File: config.mk
export PLATFORM = sky130hd
export DESIGN_NAME = lcc_walk
export DESIGN_NICKNAME = d
export VERILOG_FILES = /design/src/rtl/lcc_pkg.sv /design/src/rtl/lcc_walk.sv
export SDC_FILE = /design/constraint.sdc
export NUM_CORES = 1
export LEC_CHECK = 0
export BUFFER_PORTS_ARGS = -buffer_cell sky130_fd_sc_hd__buf_2
export CORE_UTILIZATION = 55
export DETAILED_ROUTE_END_ITERATION = 8
export PLACE_DENSITY_LB_ADDON = 0.12
export SLEW_MARGIN = 20
export SYNTH_ARGS = -nofsm -noshare
export SYNTH_HDL_FRONTEND = slang
export SYNTH_SLANG_ARGS = --single-unit
File: constraint.sdc
create_clock -name clock -period 5.82 [get_ports clock]
set_input_delay 0 -clock clock [delete_from_list [all_inputs] [get_ports clock]]
set_output_delay 0 -clock clock [all_outputs]
set_load 0.1 [all_outputs]
File: src/rtl/lcc_pkg.sv
// ----------------------------------------------------------------------------
// lcc_pkg
// Shared types and constants for the largest connected component block:
// request codes, field widths, sequencer states and inter-module structs.
// ----------------------------------------------------------------------------
package lcc_pkg;

   // Fixed field widths of the request, result and register beats.
   localparam int CNT_W     = 7;
   localparam int NODE_IN_W = 6;
   localparam int REQ_W     = 2;

   localparam logic [CNT_W-1:0] NODE_COUNT_RESET = 7'd64;

   // Request codes carried in req_type.
   localparam logic [REQ_W-1:0] REQ_CLEAR   = 2'd0;
   localparam logic [REQ_W-1:0] REQ_EDGE    = 2'd1;
   localparam logic [REQ_W-1:0] REQ_COMPUTE = 2'd2;

   typedef enum logic [1:0] {
      ADJ_SWEEP,
      ADJ_IDLE,
      ADJ_EDGE_A,
      ADJ_EDGE_B
   } lcc_adj_state_type;

   typedef enum logic [2:0] {
      WALK_IDLE,
      WALK_START,
      WALK_SCAN,
      WALK_POP,
      WALK_DONE
   } lcc_walk_state_type;

   // One accepted request, already decoded and range checked.
   typedef struct packed {
      logic                 clear;
      logic                 edge_add;
      logic                 compute;
      logic [NODE_IN_W-1:0] node_a;
      logic [NODE_IN_W-1:0] node_b;
      logic [CNT_W-1:0]     node_num;
   } lcc_cmd_type;

   // Status of the walker towards the top level.
   typedef struct packed {
      logic             busy;
      logic             result;
      logic [CNT_W-1:0] size;
   } lcc_walk_stat_type;

endpackage

File: src/rtl/lcc_walk.sv
// ----------------------------------------------------------------------------
// lcc_walk
// Depth-first walk over the adjacency rows with an explicit return stack.
// A single compare step tests one row bit per cycle; the sequencer pushes,
// pops and moves on to the next unvisited start node, keeping the best size.
// ----------------------------------------------------------------------------
module lcc_walk #(
   parameter int MAX_NODES = 64
) (
   input  logic                         clock,
   input  logic                         reset,
   input  lcc_pkg::lcc_cmd_type         cmd,
   input  logic [MAX_NODES-1:0]         adj_rd_data,
   input  logic                         out_free,
   output logic                         adj_rd_en,
   output logic [$clog2(MAX_NODES)-1:0] adj_rd_addr,
   output lcc_pkg::lcc_walk_stat_type   stat
);
   import lcc_pkg::*;

   localparam int NODE_W = $clog2(MAX_NODES);
   localparam int STK_W  = NODE_W + CNT_W;

   lcc_walk_state_type state_ff, state_in;

   logic [CNT_W-1:0]     n_ff, n_in;
   logic [CNT_W-1:0]     start_ff, start_in;
   logic [CNT_W-1:0]     y_ff, y_in;
   logic [NODE_W-1:0]    z_ff, z_in;
   logic [CNT_W-1:0]     sp_ff, sp_in;
   logic [CNT_W-1:0]     comp_ff, comp_in;
   logic [CNT_W-1:0]     best_ff, best_in;
   logic [MAX_NODES-1:0] visited_ff, visited_in;

   logic [NODE_W-1:0]    y_idx;
   logic [NODE_W-1:0]    start_idx;
   logic                 scan_end;
   logic                 start_end;
   logic                 hit;
   logic                 last_entry;

   logic                 stk_we;
   logic [NODE_W-1:0]    stk_waddr;
   logic [STK_W-1:0]     stk_wdata;
   logic                 stk_re;
   logic [NODE_W-1:0]    stk_raddr;
   logic [STK_W-1:0]     stk_mem [MAX_NODES];
   logic [STK_W-1:0]     stk_rdata_ff;

   assign y_idx      = NODE_W'(y_ff);
   assign start_idx  = NODE_W'(start_ff);
   assign scan_end   = (y_ff == n_ff);
   assign start_end  = (start_ff == n_ff);
   assign last_entry = (sp_ff == CNT_W'(1));
   // The single compare step: an edge to a node not yet seen, self-loops excluded.
   assign hit        = adj_rd_data[y_idx] && !visited_ff[y_idx] && (y_idx != z_ff);

   // Next state
   always_comb begin
      state_in = state_ff;
      unique case (state_ff)
         WALK_IDLE: begin
            if (cmd.compute) begin
               state_in = WALK_START;
            end
         end
         WALK_START: begin
            if (start_end) begin
               state_in = WALK_DONE;
            end else if (!visited_ff[start_idx]) begin
               state_in = WALK_SCAN;
            end
         end
         WALK_SCAN: begin
            if (scan_end) begin
               state_in = last_entry ? WALK_START : WALK_POP;
            end
         end
         WALK_POP: state_in = WALK_SCAN;
         WALK_DONE: begin
            if (out_free) begin
               state_in = WALK_IDLE;
            end
         end
         default: state_in = WALK_IDLE;
      endcase
   end

   // Datapath and memory port control
   always_comb begin
      n_in        = n_ff;
      start_in    = start_ff;
      y_in        = y_ff;
      z_in        = z_ff;
      sp_in       = sp_ff;
      comp_in     = comp_ff;
      best_in     = best_ff;
      visited_in  = visited_ff;
      adj_rd_en   = 1'b0;
      adj_rd_addr = z_ff;
      stk_we      = 1'b0;
      stk_waddr   = NODE_W'(sp_ff - CNT_W'(1));
      stk_wdata   = {z_ff, CNT_W'(y_ff + CNT_W'(1))};
      stk_re      = 1'b0;
      stk_raddr   = NODE_W'(sp_ff - CNT_W'(2));
      unique case (state_ff)
         WALK_IDLE: begin
            if (cmd.compute) begin
               n_in       = cmd.node_num;
               start_in   = '0;
               best_in    = '0;
               visited_in = '0;
            end
         end
         WALK_START: begin
            if (!start_end) begin
               if (visited_ff[start_idx]) begin
                  start_in = start_ff + CNT_W'(1);
               end else begin
                  visited_in[start_idx] = 1'b1;
                  comp_in     = CNT_W'(1);
                  sp_in       = CNT_W'(1);
                  z_in        = start_idx;
                  y_in        = '0;
                  adj_rd_en   = 1'b1;
                  adj_rd_addr = start_idx;
               end
            end
         end
         WALK_SCAN: begin
            if (scan_end) begin
               sp_in = sp_ff - CNT_W'(1);
               if (last_entry) begin
                  if (comp_ff > best_ff) begin
                     best_in = comp_ff;
                  end
                  start_in = start_ff + CNT_W'(1);
               end else begin
                  stk_re = 1'b1;
               end
            end else if (hit) begin
               // Save where this node resumes, then descend into the new node.
               visited_in[y_idx] = 1'b1;
               comp_in     = comp_ff + CNT_W'(1);
               stk_we      = 1'b1;
               z_in        = y_idx;
               y_in        = '0;
               sp_in       = sp_ff + CNT_W'(1);
               adj_rd_en   = 1'b1;
               adj_rd_addr = y_idx;
            end else begin
               y_in = y_ff + CNT_W'(1);
            end
         end
         WALK_POP: begin
            z_in        = stk_rdata_ff[STK_W-1 -: NODE_W];
            y_in        = stk_rdata_ff[CNT_W-1:0];
            adj_rd_en   = 1'b1;
            adj_rd_addr = stk_rdata_ff[STK_W-1 -: NODE_W];
         end
         WALK_DONE: begin
            adj_rd_en = 1'b0;
         end
         default: begin
            adj_rd_en = 1'b0;
         end
      endcase
   end

   always_ff @(posedge clock) begin
      if (reset) begin
         state_ff   <= WALK_IDLE;
         sp_ff      <= '0;
         comp_ff    <= '0;
         best_ff    <= '0;
         visited_ff <= '0;
      end else begin
         state_ff   <= state_in;
         sp_ff      <= sp_in;
         comp_ff    <= comp_in;
         best_ff    <= best_in;
         visited_ff <= visited_in;
      end
   end

   always_ff @(posedge clock) begin
      n_ff     <= n_in;
      start_ff <= start_in;
      y_ff     <= y_in;
      z_ff     <= z_in;
   end

   always_ff @(posedge clock) begin
      if (stk_we) begin
         stk_mem[stk_waddr] <= stk_wdata;
      end
      if (stk_re) begin
         stk_rdata_ff <= stk_mem[stk_raddr];
      end
   end

   assign stat.busy   = (state_ff != WALK_IDLE);
   assign stat.result = (state_ff == WALK_DONE) && out_free;
   assign stat.size   = best_ff;

endmodule

==> results.md <==
* Worst hold start: cmd[3]
* Gr ovfl total at 0
* Initial Utilization at 0.560
* Min-Delay Path Depth at 2
* Crit share post-route at 0.923
* Core ar. at 0.0720 sq mm
* Dominant cell by count in the synthesized netlist: edfxtp_1
* Max incr delay on CP at 0.96 ns
* HPWL Detailed at 64.1 mm
* Placed Area at 0.0429 sq mm
* Final WL at 104 mm
* Crit path buffers/inverters at 1
* Post-synthesis cell area at between 0.04 and 0.05 sq mm
* Final WS setup at between 0.4 and 0.5 ns
* Clock Tree Root: clkbuf_16
* Sink Count at between 900 and 1000
* Full die area at 0.0744 sq mm
* H-tree Lvls at 3
* Pwr/cell area at 473 mW/mm^2
* Run status: finished clean
* Worst setup SP type: register
* Row cnt at 98
* Seq cells post-synth at 960
* Worst vdd rail ir drop at 0.000538 V
* Max_slew headroom at 0.251
* Setup crit end kind: primary output
* Fmax at 0.186 GHz
* Synth area leader: edfxtp_1
* Mapped Cells at 2278
* Critical path depth at 9
* Syn_area_per_cell at roughly 18 sq um
* Vias in the first global route at 22507
* CP Class: reg2out
* Final Max Slew Viols at 0
* Crit path max fanout at 28
* GP Congestion at 0.937
* Lkg Pwr at 14.5 nW
* Filler cell count at 4907
* Worst Skew at 0.0310 ns
* Sequential Area at 0.0279 sq mm
* Fin area at 0.0462 sq mm
* Predominant post-synthesis flop cell: edfxtp_1
* Clock Latency Late Sink at 0.67 ns
* Largest net degree at the start of global routing at between 100 and 150
* Crit-path cells: nor2b_1 > a221oi_1 > a31o_2 > o21ai_0 > or4_4 > a21oi_4 > nand2_4 > o221ai_1 > buf_2
* Worst EP required at 5.82 ns
* Final Hold Vio Count at 0
* CP delay by family, top: compound AO/OA/AOI/OAI gates
* Hold_ws at roughly 0.046 ns
* Async set-reset flop share out of synthesis at 0
* Clk slew on worst S/H paths at 0.07 ns
* Routed len/inst at 30.0 microns
* TritonCTS Buffers at 97
* Yosys cell types at 69
* Reg2Reg Capture Point: stk_mem[39][10]
* Reg2reg path depth at 10
* RSZ-0062 raised after global routing: no
* Die Ht at between 200 and 300 microns
* Area of the multi-input gates at approximately 0.012 sq mm
* Synthesis Warnings at 0
* Remaining DRCs at 0
* Endpoints failing setup at 0
* Deepest clock path buffer count at 3
* FF-to-FF Start: y_ff[2]
* Setup bufs post-CTS at 0
* Area grow syn2layout at 14.5%
* Post-DRT Antenna Nets at 0
* Slew @ Worst Pin at approximately 1.1 ns
* Share of Yosys cell area claimed by the top area cell type at 0.645
* Total GRT Usage at 0.284
* CTS tree: done
* DP Worst Slack at ~1.0 ns
* Chip width at 273 microns
* Vias/cell at 6.61
* Share of layout cells above drive strength 1 at 0.295
* Syn nets at between 2000 and 2500
* CP arrival at roughly 5.4 ns
* Vias at 22970
* First-pass iteration count of the detailed router at 6
* Crit path max-delay cell type: edfxtp_1
* Count of max-cap constraint violations at 0
* Post-synth EDFFs at around 870
* Initial antenna violation count at 0
* Setup TNS at 0 ns
* Global-route wire length before repair at 153 mm
* Hold endpoint: n_ff[3]
* Post-synthesis sequential area ratio at 0.691
* # nets final at around 2600
* IO buf count at 90
* Total power at 21.8 mW
* Tmin final at 5.37 ns
* Area contributors post-synth: edfxtp_1 (64%), mux4_2 (15%), dfxtp_1 (4.7%)
* DRT iter0 DRCs at 2566
* Reg2reg setup slack at ~0.75 ns
* # IOs at between 100 and 150
* Hold Path Class: in2reg
* Synth top cells by count: edfxtp_1 (866), mux4_2 (263), nand2_1 (141), clkbuf_1 (106), dfxtp_1 (94)
## kinds of logic after synthesis
family | count (synthesis) | synth area share
xor gates and xnor gates | 42 | 0.00912
buffers and inverters | 193 | 0.0195
muxes | 341 | 0.167
DFF | 960 | 0.691
and+or+nand+nor | 412 | 0.0517
AOI/OAI and AO/OA | 314 | 0.0565
adders and majority gates | 16 | 0.00496
## metrics by stage
| step | util | std cells |
|---|---|---|
| 2_1_floorplan | - | 2278 |
| 3_3_place_gp | 0.596 | 3285 |
| 4_1_cts | 0.642 | 3473 |
| 5_1_grt | 0.642 | 3473 |
| 3_5_place_dp | 0.596 | 3285 |
| 6_report | 0.642 | 3474 |
## routing by layer
metal,vias to the layer above,wire [microns],GRT usage
li1,9759,-,-
met3,195,7170,0.0451
met2,1003,51900,0.468
met5,-,0,0
met4,0,3060,0.0849
met1,12013,42200,0.393
## state kept, by name, summed over array words and instances (netlist names)
register,cells
y_ff,7
visited_ff,64
n_ff,7
best_ff,7
start_ff,7
stk_rdata_ff,13
z_ff,6
state_ff,3
sp_ff,7
stk_mem,832
comp_ff,7
## worst reg2reg max path: cells and delay by family, from the launching register on
kind | cells | cell delay [ns]
AO/OA/AOI/OAI | 4 | 1.25
buffers and inverters | 2 | 0.67
flip-flops | 1 | 0.96
AND/OR/NAND/NOR | 4 | 1.86
## layout make-up
class                      instances  area share
sequential                       960       0.604
multi-input combinational       1125       0.265
clock buffer                     117      0.0556
timing repair buffer             233      0.0349
tap                              950      0.0257
clock inverter                    60      0.0123
inverter                          28     0.00228
antenna                            1   0.0000542
## power by group
part / total (mW) / switching (mW) / internal, mW
clock: 6.14 / 2.63 / 3.51
combinational: 6.53 / 4.59 / 1.94
sequential: 9.17 / 0.441 / 8.73
total: 21.8 / 7.66 / 14.2
## cell usage in the layout, fill, tap and decap left out, types with 8 or more instances in the layout
cell type      instances
edfxtp_1             866
mux4_2               263
nand2_1              140
buf_4                127
clkbuf_16            100
buf_2                 90
dfxtp_1               86
a22oi_1               70
nor4_2                64
mux2i_1               58
nor2_1                45
o31ai_1               45
nand3_1               35
a21oi_1               31
o22ai_1               30
nor2b_1               29
o21ai_0               29
inv_1                 27
a211oi_1              22
clkinv_1              21
nor3_1                20
mux2_2                20
a221oi_1              17
clkbuf_1              17
clkinv_2              17
xnor2_1               16
xor2_1                16
ha_1                  14
dlygate4sd3_1         11
nand4_1               10
nand2b_1              10
and2_1                10
and3_1                10
bufinv_16              8
## worst max-delay path by stage
stage	startpoint	endpoint	slack, ns
final	y_ff[2]	adj_rd_addr[2]	0.45
after global placement	y_ff[1]	stk_mem[23][3]	1.02
after global routing	y_ff[2]	adj_rd_addr[2]	0.43
after CTS	y_ff[1]	adj_rd_addr[2]	0.64
after detailed placement	y_ff[1]	stk_mem[43][9]	1.00
after floorplan	y_ff[0]	z_ff[1]	0.99
## timing repair
action | CTS | global route
hold endpoints to repair | 24 | 0
resized for setup | 0 | 0
hold buffers | 11 | 0
Power figures use the tool's default switching activity.
